===== src/rtl/sbsg_pkg.sv =====
// Shared constants and types for the strided box segment generator.
`default_nettype none

package sbsg_pkg;

    localparam int FIELD_DIMS = 4;
    localparam int RANK_W     = 3;
    localparam int ELEM_W     = 9;
    localparam int STRIDE_W   = 32;
    localparam int LEN_W      = 25;
    localparam int STATUS_W   = 2;
    localparam int CFG_IDX_W  = 3;
    localparam int CFG_DATA_W = 32;

    localparam int MAX_RANK_DEF   = 4;
    localparam int ADDR_BITS_DEF  = 48;
    localparam int INDEX_BITS_DEF = 16;

    localparam logic [ELEM_W-1:0] ELEM_MAX = 9'd256;

    localparam logic ACT_START = 1'b0;
    localparam logic ACT_NEXT  = 1'b1;

    localparam logic [STATUS_W-1:0] ST_OK         = 2'd0;
    localparam logic [STATUS_W-1:0] ST_NO_BOX     = 2'd1;
    localparam logic [STATUS_W-1:0] ST_BAD_BOUNDS = 2'd2;

    localparam logic [CFG_IDX_W-1:0] REG_RANK     = 3'd0;
    localparam logic [CFG_IDX_W-1:0] REG_ELEM     = 3'd1;
    localparam logic [CFG_IDX_W-1:0] REG_STRIDE_0 = 3'd2;

    typedef struct packed {
        logic capture;
        logic load_step;
        logic setup;
        logic emit;
    } ctrl_cmd_t;

    typedef struct packed {
        logic load_done;
    } dp_sts_t;

endpackage

`default_nettype wire


===== src/rtl/sbsg_ctrl.sv =====
// Sequencer: request handshake, start/next flow and output register valid.
`default_nettype none

module sbsg_ctrl (
    input  wire logic                  clk,
    input  wire logic                  rst_n,
    input  wire logic                  in_valid,
    input  wire logic                  action,
    input  wire logic                  out_ready,
    output logic                       in_ready,
    output logic                       out_valid,
    output sbsg_pkg::ctrl_cmd_t        cmd,
    input  wire sbsg_pkg::dp_sts_t     sts
);

    localparam logic [1:0] S_IDLE  = 2'd0;
    localparam logic [1:0] S_LOAD  = 2'd1;
    localparam logic [1:0] S_SETUP = 2'd2;
    localparam logic [1:0] S_EMIT  = 2'd3;

    logic [1:0] state_reg;
    logic [1:0] state_next;
    logic       out_valid_reg;
    logic       out_valid_next;
    logic       accept;
    logic       slot_free;

    always_comb
    begin
        in_ready       = (state_reg == S_IDLE);
        accept         = in_valid & in_ready;
        slot_free      = !out_valid_reg | out_ready;
        cmd            = '0;
        cmd.capture    = accept;
        state_next     = state_reg;
        out_valid_next = out_valid_reg & !out_ready;
        unique case (state_reg)
            S_IDLE:
            begin
                if (accept)
                begin
                    state_next = (action == sbsg_pkg::ACT_NEXT) ? S_EMIT : S_LOAD;
                end
            end
            S_LOAD:
            begin
                cmd.load_step = 1'b1;
                if (sts.load_done)
                begin
                    state_next = S_SETUP;
                end
            end
            S_SETUP:
            begin
                cmd.setup  = 1'b1;
                state_next = S_EMIT;
            end
            S_EMIT:
            begin
                // hold the result until the output register has room
                if (slot_free)
                begin
                    cmd.emit       = 1'b1;
                    out_valid_next = 1'b1;
                    state_next     = S_IDLE;
                end
            end
        endcase
    end

    always_ff @(posedge clk or negedge rst_n)
    begin
        if (!rst_n)
        begin
            state_reg     <= S_IDLE;
            out_valid_reg <= 1'b0;
        end
        else
        begin
            state_reg     <= state_next;
            out_valid_reg <= out_valid_next;
        end
    end

    assign out_valid = out_valid_reg;

endmodule

`default_nettype wire


===== src/rtl/sbsg_datapath.sv =====
// Datapath: config registers, offset multiply-accumulate, odometer walk, result register.
`default_nettype none

module sbsg_datapath #(
    parameter int MAX_RANK   = sbsg_pkg::MAX_RANK_DEF,
    parameter int ADDR_BITS  = sbsg_pkg::ADDR_BITS_DEF,
    parameter int INDEX_BITS = sbsg_pkg::INDEX_BITS_DEF
) (
    input  wire logic                              clk,
    input  wire logic                              rst_n,
    input  wire sbsg_pkg::ctrl_cmd_t               cmd,
    output sbsg_pkg::dp_sts_t                      sts,
    input  wire logic                              cfg_wr_en,
    input  wire logic [sbsg_pkg::CFG_IDX_W-1:0]    cfg_index,
    input  wire logic [sbsg_pkg::CFG_DATA_W-1:0]   cfg_data,
    input  wire logic                              action,
    input  wire logic [ADDR_BITS-1:0]              base_addr,
    input  wire logic [INDEX_BITS-1:0]             first_in [sbsg_pkg::FIELD_DIMS],
    input  wire logic [INDEX_BITS-1:0]             final_in [sbsg_pkg::FIELD_DIMS],
    output logic [ADDR_BITS-1:0]                   seg_addr,
    output logic [sbsg_pkg::LEN_W-1:0]             seg_bytes,
    output logic                                   last_segment,
    output logic [sbsg_pkg::STATUS_W-1:0]          status
);

    localparam int DIMS      = (MAX_RANK < sbsg_pkg::FIELD_DIMS) ? MAX_RANK : sbsg_pkg::FIELD_DIMS;
    localparam int LOAD_LAST = DIMS + 1;
    localparam int IDX_W     = $clog2(DIMS + 2);
    localparam int SP_W      = sbsg_pkg::ELEM_W + sbsg_pkg::STRIDE_W;
    localparam int STEP_W    = (ADDR_BITS < SP_W) ? ADDR_BITS : SP_W;
    localparam int MP_W      = (STEP_W + INDEX_BITS > ADDR_BITS) ? STEP_W + INDEX_BITS : ADDR_BITS;
    localparam int EXT_W     = INDEX_BITS + 1;
    localparam int LP_W      = (EXT_W + sbsg_pkg::ELEM_W > sbsg_pkg::LEN_W) ?
                               EXT_W + sbsg_pkg::ELEM_W : sbsg_pkg::LEN_W + 1;
    localparam int RW        = sbsg_pkg::RANK_W;

    // configuration
    logic [RW-1:0]                     rank_cfg_reg;
    logic [sbsg_pkg::ELEM_W-1:0]       elem_cfg_reg;
    logic [sbsg_pkg::STRIDE_W-1:0]     stride_cfg_reg [DIMS];
    logic [RW-1:0]                     rank_eff;
    logic [sbsg_pkg::ELEM_W-1:0]       el_eff;

    // captured request
    logic                              action_q_reg;
    logic [ADDR_BITS-1:0]              base_q_reg;
    logic [INDEX_BITS-1:0]             first_q_reg [DIMS];
    logic [INDEX_BITS-1:0]             fin_q_reg [DIMS];

    // offset pipeline
    logic [IDX_W-1:0]                  idx_reg;
    logic [STEP_W-1:0]                 step_reg [DIMS];
    logic [STEP_W-1:0]                 mul_a_reg;
    logic [ADDR_BITS-1:0]              prod_reg;
    logic [ADDR_BITS-1:0]              acc_reg;
    logic                              stage1;
    logic                              stage2;
    logic                              stage3;
    logic [sbsg_pkg::STRIDE_W-1:0]     stride_sel;
    logic [INDEX_BITS-1:0]             first_sel;
    logic [SP_W-1:0]                   sp;
    logic [STEP_W-1:0]                 step_val;
    logic [MP_W-1:0]                   pp;

    // box walk
    logic [ADDR_BITS-1:0]              row_start_reg [DIMS];
    logic [ADDR_BITS-1:0]              row_start_next [DIMS];
    logic [INDEX_BITS-1:0]             cnt_reg [DIMS];
    logic [INDEX_BITS-1:0]             cnt_next [DIMS];
    logic [EXT_W-1:0]                  ext_reg [DIMS];
    logic [EXT_W-1:0]                  ext_next [DIMS];
    logic [ADDR_BITS-1:0]              current_reg;
    logic [ADDR_BITS-1:0]              current_next;
    logic [sbsg_pkg::LEN_W-1:0]        seg_len_reg;
    logic [sbsg_pkg::LEN_W-1:0]        seg_len_next;
    logic [RW-1:0]                     lrank_reg;
    logic [RW-1:0]                     lrank_next;
    logic                              active_reg;
    logic                              active_next;

    // setup and advance helpers
    logic                              bad;
    logic [EXT_W-1:0]                  ext_last;
    logic [ADDR_BITS-1:0]              base_val;
    logic [LP_W-1:0]                   lp;
    logic [sbsg_pkg::LEN_W-1:0]        len_sat;
    logic [DIMS-1:0]                   more;
    logic [DIMS-1:0]                   sel_hot;
    logic                              last;
    logic                              seen;
    logic [ADDR_BITS-1:0]              sel_row;
    logic [STEP_W-1:0]                 sel_step;
    logic [ADDR_BITS-1:0]              new_addr;

    // result register
    logic [ADDR_BITS-1:0]              out_addr_reg;
    logic [ADDR_BITS-1:0]              out_addr_next;
    logic [sbsg_pkg::LEN_W-1:0]        out_bytes_reg;
    logic [sbsg_pkg::LEN_W-1:0]        out_bytes_next;
    logic                              out_last_reg;
    logic                              out_last_next;
    logic [sbsg_pkg::STATUS_W-1:0]     out_status_reg;
    logic [sbsg_pkg::STATUS_W-1:0]     out_status_next;

    always_ff @(posedge clk or negedge rst_n)
    begin
        if (!rst_n)
        begin
            rank_cfg_reg <= RW'(1);
            elem_cfg_reg <= sbsg_pkg::ELEM_W'(1);
            for (int d = 0; d < DIMS; d++)
            begin
                stride_cfg_reg[d] <= '0;
            end
        end
        else if (cfg_wr_en)
        begin
            if (cfg_index == sbsg_pkg::REG_RANK)
            begin
                rank_cfg_reg <= cfg_data[RW-1:0];
            end
            if (cfg_index == sbsg_pkg::REG_ELEM)
            begin
                elem_cfg_reg <= cfg_data[sbsg_pkg::ELEM_W-1:0];
            end
            for (int d = 0; d < DIMS; d++)
            begin
                if (cfg_index == sbsg_pkg::REG_STRIDE_0 + sbsg_pkg::CFG_IDX_W'(d))
                begin
                    stride_cfg_reg[d] <= cfg_data[sbsg_pkg::STRIDE_W-1:0];
                end
            end
        end
    end

    always_comb
    begin
        if (rank_cfg_reg == '0)
        begin
            rank_eff = RW'(1);
        end
        else if (rank_cfg_reg > RW'(DIMS))
        begin
            rank_eff = RW'(DIMS);
        end
        else
        begin
            rank_eff = rank_cfg_reg;
        end
        el_eff = (elem_cfg_reg > sbsg_pkg::ELEM_MAX) ? sbsg_pkg::ELEM_MAX : elem_cfg_reg;
    end

    // Offset pipeline: one dimension enters per cycle; step = el*stride, then
    // step*first, then accumulate. Dimensions past the rank carry a zero step.
    always_comb
    begin
        stage1     = idx_reg < IDX_W'(DIMS);
        stage2     = (idx_reg != '0) && (idx_reg <= IDX_W'(DIMS));
        stage3     = idx_reg >= IDX_W'(2);
        stride_sel = '0;
        first_sel  = '0;
        for (int d = 0; d < DIMS; d++)
        begin
            if (idx_reg == IDX_W'(d))
            begin
                stride_sel = stride_cfg_reg[d];
            end
            if (idx_reg == IDX_W'(d + 1))
            begin
                first_sel = first_q_reg[d];
            end
        end
        sp       = SP_W'(el_eff) * SP_W'(stride_sel);
        step_val = (RW'(idx_reg) < rank_eff) ? sp[STEP_W-1:0] : '0;
        pp       = MP_W'(mul_a_reg) * MP_W'(first_sel);
        sts.load_done = (idx_reg == IDX_W'(LOAD_LAST));
    end

    always_ff @(posedge clk or negedge rst_n)
    begin
        if (!rst_n)
        begin
            idx_reg <= '0;
        end
        else if (cmd.capture)
        begin
            idx_reg <= '0;
        end
        else if (cmd.load_step)
        begin
            idx_reg <= idx_reg + IDX_W'(1);
        end
    end

    always_ff @(posedge clk)
    begin
        if (cmd.capture)
        begin
            action_q_reg <= action;
            base_q_reg   <= base_addr;
            acc_reg      <= '0;
            for (int d = 0; d < DIMS; d++)
            begin
                first_q_reg[d] <= first_in[d];
                fin_q_reg[d]   <= final_in[d];
            end
        end
        else if (cmd.load_step)
        begin
            if (stage1)
            begin
                mul_a_reg <= step_val;
                for (int d = 0; d < DIMS; d++)
                begin
                    if (idx_reg == IDX_W'(d))
                    begin
                        step_reg[d] <= step_val;
                    end
                end
            end
            if (stage2)
            begin
                prod_reg <= pp[ADDR_BITS-1:0];
            end
            if (stage3)
            begin
                acc_reg <= acc_reg + prod_reg;
            end
        end
    end

    // Box setup terms
    always_comb
    begin
        bad      = 1'b0;
        ext_last = '0;
        for (int d = 0; d < DIMS; d++)
        begin
            if (RW'(d) < rank_eff)
            begin
                if (fin_q_reg[d] < first_q_reg[d])
                begin
                    bad = 1'b1;
                end
            end
            if (RW'(d) == rank_eff - RW'(1))
            begin
                ext_last = EXT_W'(fin_q_reg[d]) - EXT_W'(first_q_reg[d]) + EXT_W'(1);
            end
        end
        base_val = base_q_reg + acc_reg;
        lp       = LP_W'(ext_last) * LP_W'(el_eff);
        len_sat  = (|lp[LP_W-1:sbsg_pkg::LEN_W]) ? '1 : lp[sbsg_pkg::LEN_W-1:0];
    end

    // Odometer: the innermost outer dimension that still has room advances,
    // every dimension inside it restarts from its new row address.
    always_comb
    begin
        for (int d = 0; d < DIMS; d++)
        begin
            more[d] = (RW'(d + 1) < lrank_reg) &&
                      (EXT_W'(cnt_reg[d]) + EXT_W'(1) < ext_reg[d]);
        end
        last     = ~|more;
        sel_hot  = '0;
        sel_row  = row_start_reg[0];
        sel_step = step_reg[0];
        for (int d = 0; d < DIMS; d++)
        begin
            if (more[d])
            begin
                sel_hot  = '0;
                sel_hot[d] = 1'b1;
                sel_row  = row_start_reg[d];
                sel_step = step_reg[d];
            end
        end
        new_addr = sel_row + ADDR_BITS'(sel_step);
    end

    always_comb
    begin
        row_start_next  = row_start_reg;
        cnt_next        = cnt_reg;
        ext_next        = ext_reg;
        current_next    = current_reg;
        seg_len_next    = seg_len_reg;
        lrank_next      = lrank_reg;
        active_next     = active_reg;
        out_addr_next   = out_addr_reg;
        out_bytes_next  = out_bytes_reg;
        out_last_next   = out_last_reg;
        out_status_next = out_status_reg;
        seen            = 1'b0;

        if (cmd.setup)
        begin
            for (int d = 0; d < DIMS; d++)
            begin
                row_start_next[d] = base_val;
                cnt_next[d]       = '0;
                if (RW'(d) < rank_eff)
                begin
                    ext_next[d] = EXT_W'(fin_q_reg[d]) - EXT_W'(first_q_reg[d]) + EXT_W'(1);
                end
                else
                begin
                    ext_next[d] = '0;
                end
            end
            current_next = base_val;
            seg_len_next = len_sat;
            lrank_next   = rank_eff;
            active_next  = !bad;
        end

        if (cmd.emit)
        begin
            if (active_reg)
            begin
                out_addr_next   = current_reg;
                out_bytes_next  = seg_len_reg;
                out_last_next   = last;
                out_status_next = sbsg_pkg::ST_OK;
                if (last)
                begin
                    active_next = 1'b0;
                end
                else
                begin
                    for (int d = 0; d < DIMS; d++)
                    begin
                        if (seen)
                        begin
                            cnt_next[d]       = '0;
                            row_start_next[d] = new_addr;
                        end
                        if (sel_hot[d])
                        begin
                            cnt_next[d]       = cnt_reg[d] + INDEX_BITS'(1);
                            row_start_next[d] = new_addr;
                            seen              = 1'b1;
                        end
                    end
                    current_next = new_addr;
                end
            end
            else
            begin
                out_addr_next   = '0;
                out_bytes_next  = '0;
                out_last_next   = 1'b0;
                out_status_next = (action_q_reg == sbsg_pkg::ACT_NEXT) ?
                                  sbsg_pkg::ST_NO_BOX : sbsg_pkg::ST_BAD_BOUNDS;
            end
        end
    end

    always_ff @(posedge clk or negedge rst_n)
    begin
        if (!rst_n)
        begin
            active_reg <= 1'b0;
            lrank_reg  <= RW'(1);
        end
        else
        begin
            active_reg <= active_next;
            lrank_reg  <= lrank_next;
        end
    end

    always_ff @(posedge clk)
    begin
        row_start_reg  <= row_start_next;
        cnt_reg        <= cnt_next;
        ext_reg        <= ext_next;
        current_reg    <= current_next;
        seg_len_reg    <= seg_len_next;
        out_addr_reg   <= out_addr_next;
        out_bytes_reg  <= out_bytes_next;
        out_last_reg   <= out_last_next;
        out_status_reg <= out_status_next;
    end

    assign seg_addr     = out_addr_reg;
    assign seg_bytes    = out_bytes_reg;
    assign last_segment = out_last_reg;
    assign status       = out_status_reg;

endmodule

`default_nettype wire


===== src/rtl/strided_box_segment_generator_unit.sv =====
// A next request goes straight to the emit step; a start request first runs the offset
// multiply-accumulate, which takes one dimension per cycle through two registered
// multipliers, then the box setup, and then emits its first segment. Only one request is
// taken at a time, and the emit waits while the output register is full. Reset is
// asynchronous, active low: rank 1, element size 1, strides 0, no box active, output
// register empty.
`default_nettype none

module strided_box_segment_generator_unit #(
    parameter int MAX_RANK   = sbsg_pkg::MAX_RANK_DEF,
    parameter int ADDR_BITS  = sbsg_pkg::ADDR_BITS_DEF,
    parameter int INDEX_BITS = sbsg_pkg::INDEX_BITS_DEF
) (
    input  wire logic                              clk,
    input  wire logic                              rst_n,
    input  wire logic                              cfg_wr_en,
    input  wire logic [sbsg_pkg::CFG_IDX_W-1:0]    cfg_index,
    input  wire logic [sbsg_pkg::CFG_DATA_W-1:0]   cfg_data,
    input  wire logic                              in_valid,
    output logic                                   in_ready,
    input  wire logic                              action,
    input  wire logic [ADDR_BITS-1:0]              base_addr,
    input  wire logic [INDEX_BITS-1:0]             first_0,
    input  wire logic [INDEX_BITS-1:0]             first_1,
    input  wire logic [INDEX_BITS-1:0]             first_2,
    input  wire logic [INDEX_BITS-1:0]             first_3,
    input  wire logic [INDEX_BITS-1:0]             final_0,
    input  wire logic [INDEX_BITS-1:0]             final_1,
    input  wire logic [INDEX_BITS-1:0]             final_2,
    input  wire logic [INDEX_BITS-1:0]             final_3,
    output logic                                   out_valid,
    input  wire logic                              out_ready,
    output logic [ADDR_BITS-1:0]                   seg_addr,
    output logic [sbsg_pkg::LEN_W-1:0]             seg_bytes,
    output logic                                   last_segment,
    output logic [sbsg_pkg::STATUS_W-1:0]          status
);

    sbsg_pkg::ctrl_cmd_t cmd;
    sbsg_pkg::dp_sts_t   sts;
    logic [INDEX_BITS-1:0] first_arr [sbsg_pkg::FIELD_DIMS];
    logic [INDEX_BITS-1:0] final_arr [sbsg_pkg::FIELD_DIMS];

    assign first_arr[0] = first_0;
    assign first_arr[1] = first_1;
    assign first_arr[2] = first_2;
    assign first_arr[3] = first_3;
    assign final_arr[0] = final_0;
    assign final_arr[1] = final_1;
    assign final_arr[2] = final_2;
    assign final_arr[3] = final_3;

    sbsg_ctrl u_ctrl (
        .clk       (clk),
        .rst_n     (rst_n),
        .in_valid  (in_valid),
        .action    (action),
        .out_ready (out_ready),
        .in_ready  (in_ready),
        .out_valid (out_valid),
        .cmd       (cmd),
        .sts       (sts)
    );

    sbsg_datapath #(
        .MAX_RANK   (MAX_RANK),
        .ADDR_BITS  (ADDR_BITS),
        .INDEX_BITS (INDEX_BITS)
    ) u_dp (
        .clk          (clk),
        .rst_n        (rst_n),
        .cmd          (cmd),
        .sts          (sts),
        .cfg_wr_en    (cfg_wr_en),
        .cfg_index    (cfg_index),
        .cfg_data     (cfg_data),
        .action       (action),
        .base_addr    (base_addr),
        .first_in     (first_arr),
        .final_in     (final_arr),
        .seg_addr     (seg_addr),
        .seg_bytes    (seg_bytes),
        .last_segment (last_segment),
        .status       (status)
    );

endmodule

`default_nettype wire


===== config.mk =====
export PLATFORM = sky130hd
export DESIGN_NAME = strided_box_segment_generator_unit
export DESIGN_NICKNAME = d
export VERILOG_FILES = /design/src/rtl/sbsg_pkg.sv /design/src/rtl/sbsg_ctrl.sv /design/src/rtl/sbsg_datapath.sv /design/src/rtl/strided_box_segment_generator_unit.sv
export SDC_FILE = /design/constraint.sdc
export NUM_CORES = 2
export LEC_CHECK = 0
export BUFFER_PORTS_ARGS = -buffer_cell sky130_fd_sc_hd__buf_2
export CAP_MARGIN = 25
export CORE_MARGIN = 8
export CORE_UTILIZATION = 25
export CTS_CLUSTER_SIZE = 20
export DETAILED_ROUTE_END_ITERATION = 16
export SYNTH_ARGS = -nofsm -noshare
export SYNTH_HDL_FRONTEND = slang
export SYNTH_HIERARCHICAL = 1
export SYNTH_SLANG_ARGS = --single-unit

===== constraint.sdc =====
create_clock -name clk -period 8.67 [get_ports clk]
set_input_delay 2.601 -clock clk [delete_from_list [all_inputs] [get_ports clk]]
set_output_delay 2.601 -clock clk [all_outputs]
set_load 0.03 [all_outputs]

==> impl_metrics.csv <==
group,metric,value,unit
setup_path,worst_ep_required_time,9190,ps
global_routing,grt_antenna_before_repair,34,
global_routing,grt_start_max_net_pins,140,
die,area_inside_the_core_boundary,348000,sq um
route,drt_iter0_drc,5572,
clock_tree,clock_insertion_delay_worst_skew,810,ps
route,drt_first_pass_iters,6,
cells_and_area,largest_register_ffs,192,
clock_tree,cts.sinks,1101,
cells_and_area,final_common_cell,"sky130_fd_sc_hd__inv_1",
route,drt-wirelength-per-cell,19.4,um
timing,setup_total_negative_slack,0,ps
setup_path,slowest_stage,"sky130_fd_sc_hd__fa_1",
synthesis,synth_cells,9062,
global_routing,grt_overflow,0,
timing,slew_headroom,27.0,%
global_routing,first_global_vias,66563,
timing,top_achievable_clock_speed,121,MHz
clock_tree,cts.root.buffer_cell,"sky130_fd_sc_hd__clkbuf_16",
cells_and_area,fin_area,100000,sq um
clock_tree,hold_buffers,0,
setup_path,critical_path_class,"flip-flop to flip-flop",
placement,globalplace.congestion,0.893,
synthesis,asyncSetResetFlopFracSynth,13.6,%
setup_path,endpoint_kind,"flip-flop",
die,dieWidth,607,um
placement,placed_cells,13832,
clock_tree,cts_buffers,119,
placement,io_buffer_count,294,
timing,period_minus_slack,8260,ps
hold_path,min_path_cells,2,
timing,final-max-slew-violation-count,0,
setup_path,worst_ep_arrival,8790,ps
timing,fin_crit_sh,95.3,%
synthesis,yosysWarnings,6,
synthesis,postSynthRegisterBits,1101,
job,maxCapViolCount,0,
setup_path,worstPathMaxFanout,34,
die,boundaryPins,295,
timing,finalHoldViolations,0,
clock_tree,tritoncts,"built",
synthesis,dominantRegCellSynth,"sky130_fd_sc_hd__edfxtp_1",
die,initial_utilization,25.0,%
timing,final.setup_skew,93.9,ps
route,vias_per_cell,4.72,
timing,worst-slew-pin-transition,1090,ps
synthesis,syn_nets,10687,
global_routing,globalRouteTotalUtil,14.5,%
clock_tree,cts_buffer_depth,3,
timing,setup_viol,0,
setup_path,worstSetupStartpointType,"flip-flop",
cells_and_area,fin_cells,14065,
cells_and_area,flow.area_growth_from_synthesis,14.8,%
placement,placement.cell_area,95700,sq um
setup_path,critical_path.max_stage_delay,540,ps
global_routing,grt_first_pass_wirelength,413,mm
placement,post-dp-hpwl,207,mm
synthesis,synth.avg_cell_area,9.62,sq um
die,rows,217,
cells_and_area,design.final.nets,10984,
synthesis,synth-edff-count,599,
cells_and_area,layout-drive-gt1-share,10.8,%
clock_tree,htree_levels,3,
route,drt_wl_total,273,mm
route,route.detailed.drc,0,
cells_and_area,final_cell_mix,"1,197 x sky130_fd_sc_hd__inv_1, 1,187 x sky130_fd_sc_hd__nand2_1, 861 x sky130_fd_sc_hd__fa_1, 657 x sky130_fd_sc_hd__a21oi_1, 599 x sky130_fd_sc_hd__edfxtp_1",
setup_path,timing.critical_path.mode_cell,"sky130_fd_sc_hd__fa_1",
die,die_height,607,um
synthesis,synth_seq_area_share,33.0,%
synthesis,ys_types,86,
hold_path,hold_path_class,"flip-flop to flip-flop",
die,die_area,368000,sq um
clock_tree,cts.clk_slew.worst_paths,70,ps
setup_path,r2r_cells,32,
status,run_status,"finished clean",
route,final_antenna_net_count,0,
synthesis,syn_area,87200,sq um
route,vias,66338,
[cell families (layout without fill, tap and decap cells)]
group / after synthesis / after routing / synth area share, %
XOR/XNOR: 325 / 325 / 3.27
AND/OR/NAND/NOR: 2636 / 2636 / 14.0
other: 0 / 7 / 0
AO/OA/AOI/OAI: 1813 / 1813 / 12.9
adder cells (fa/ha/maj): 1408 / 1408 / 27.6
buffers and inverters: 1597 / 1994 / 6.88
multiplexers: 182 / 182 / 2.30
flip-flops: 1101 / 1101 / 33.0
[worst max-delay path, delay by kind of cell (launching register included)]
family | cells | cell delay, ps
compound gates | 12 | 2550
flops | 1 | 440
fa+ha+maj | 8 | 3390
xor+xnor | 1 | 80
buf+inv | 6 | 690
simple gates | 5 | 740
[repair_timing]
action                     in CTS  in global routing
resized for setup               1                 44
setup endpoints to repair       6                 34
buffers inserted                0                  4
pin swaps                       0                  9
[layout make-up]
type / count / area [sq um]
fillers: 36463 / 248000
multi-input cells: 6364 / 52900
diodes: 7 / 17.5
well taps: 4599 / 5750
inverters: 1200 / 4510
clock buffers: 146 / 3150
clock inverters: 75 / 981
repair buffers: 573 / 3940
flip-flops and latches: 1101 / 28800
[per-stage QoR]
stage | setup WS (ps) | hold slack, ps | utilization, %
after floorplan | 356 | 439 | -
after global placement | 44.3 | 453 | 27.5
after global routing | -13.8 | 487 | 28.7
final | 406 | 457 | 28.7
after CTS | 24.5 | 460 | 28.6
after detailed placement | -66.6 | 449 | 27.5
[per-layer routing]
layer  up-vias  track usage, %  wire [um]
li1      30787               -          -
met1     32960            19.8     121000
met2      2177            23.3     123000
met3       400            2.79      20900
met4        14            4.35       8810
met5         -               0         81
[Yosys cell counts, types with 106 or more instances]
| cell | number | area, sq um |
|---|---|---|
| sky130_fd_sc_hd__nand2_1 | 1190 | 4470 |
| sky130_fd_sc_hd__xor2_1 | 112 | 981 |
| sky130_fd_sc_hd__ha_1 | 546 | 6830 |
| sky130_fd_sc_hd__edfxtp_1 | 599 | 18000 |
| sky130_fd_sc_hd__clkbuf_1 | 367 | 1380 |
| sky130_fd_sc_hd__nor2_1 | 449 | 1690 |
| sky130_fd_sc_hd__dfrtp_1 | 147 | 3680 |
| sky130_fd_sc_hd__nand3_1 | 148 | 741 |
| sky130_fd_sc_hd__o21ai_0 | 299 | 1500 |
| sky130_fd_sc_hd__inv_1 | 1197 | 4490 |
| sky130_fd_sc_hd__a211oi_1 | 106 | 796 |
| sky130_fd_sc_hd__a21oi_1 | 663 | 3320 |
| sky130_fd_sc_hd__fa_1 | 862 | 17300 |
| sky130_fd_sc_hd__and2_1 | 482 | 3020 |
| sky130_fd_sc_hd__a21o_1 | 126 | 946 |
| sky130_fd_sc_hd__xnor2_1 | 213 | 1870 |
| sky130_fd_sc_hd__dfxtp_1 | 352 | 7050 |
| sky130_fd_sc_hd__mux2_2 | 147 | 1660 |
[path summary, 6_finish.rpt]
| check | startpoint | end | slack [ps] |
|---|---|---|---|
| setup / recovery | u_dp/idx_reg[1]$_DFFE_PN0P_ | u_dp/prod_reg[47]$_DFFE_PP_ | 410 |
| hold / removal | u_dp/current_reg[16]$_DFF_P_ | u_dp/current_reg[16]$_DFF_P_ | 460 |
| setup reg to reg | u_dp/idx_reg[1]$_DFFE_PN0P_ | u_dp/prod_reg[47]$_DFFE_PP_ | 410 |
| hold reg to reg | u_dp/current_reg[16]$_DFF_P_ | u_dp/current_reg[16]$_DFF_P_ | 460 |
| max in group asynchronous | rst_n | u_dp/elem_cfg_reg[8]$_DFFE_PN0P_ | 5450 |
| min in group asynchronous | rst_n | u_dp/stride_cfg_reg[61]$_DFFE_PN0P_ | 1810 |
Power is not shown: default switching activity piles up to over one toggle a cycle in this logic, so the estimate is an artifact.
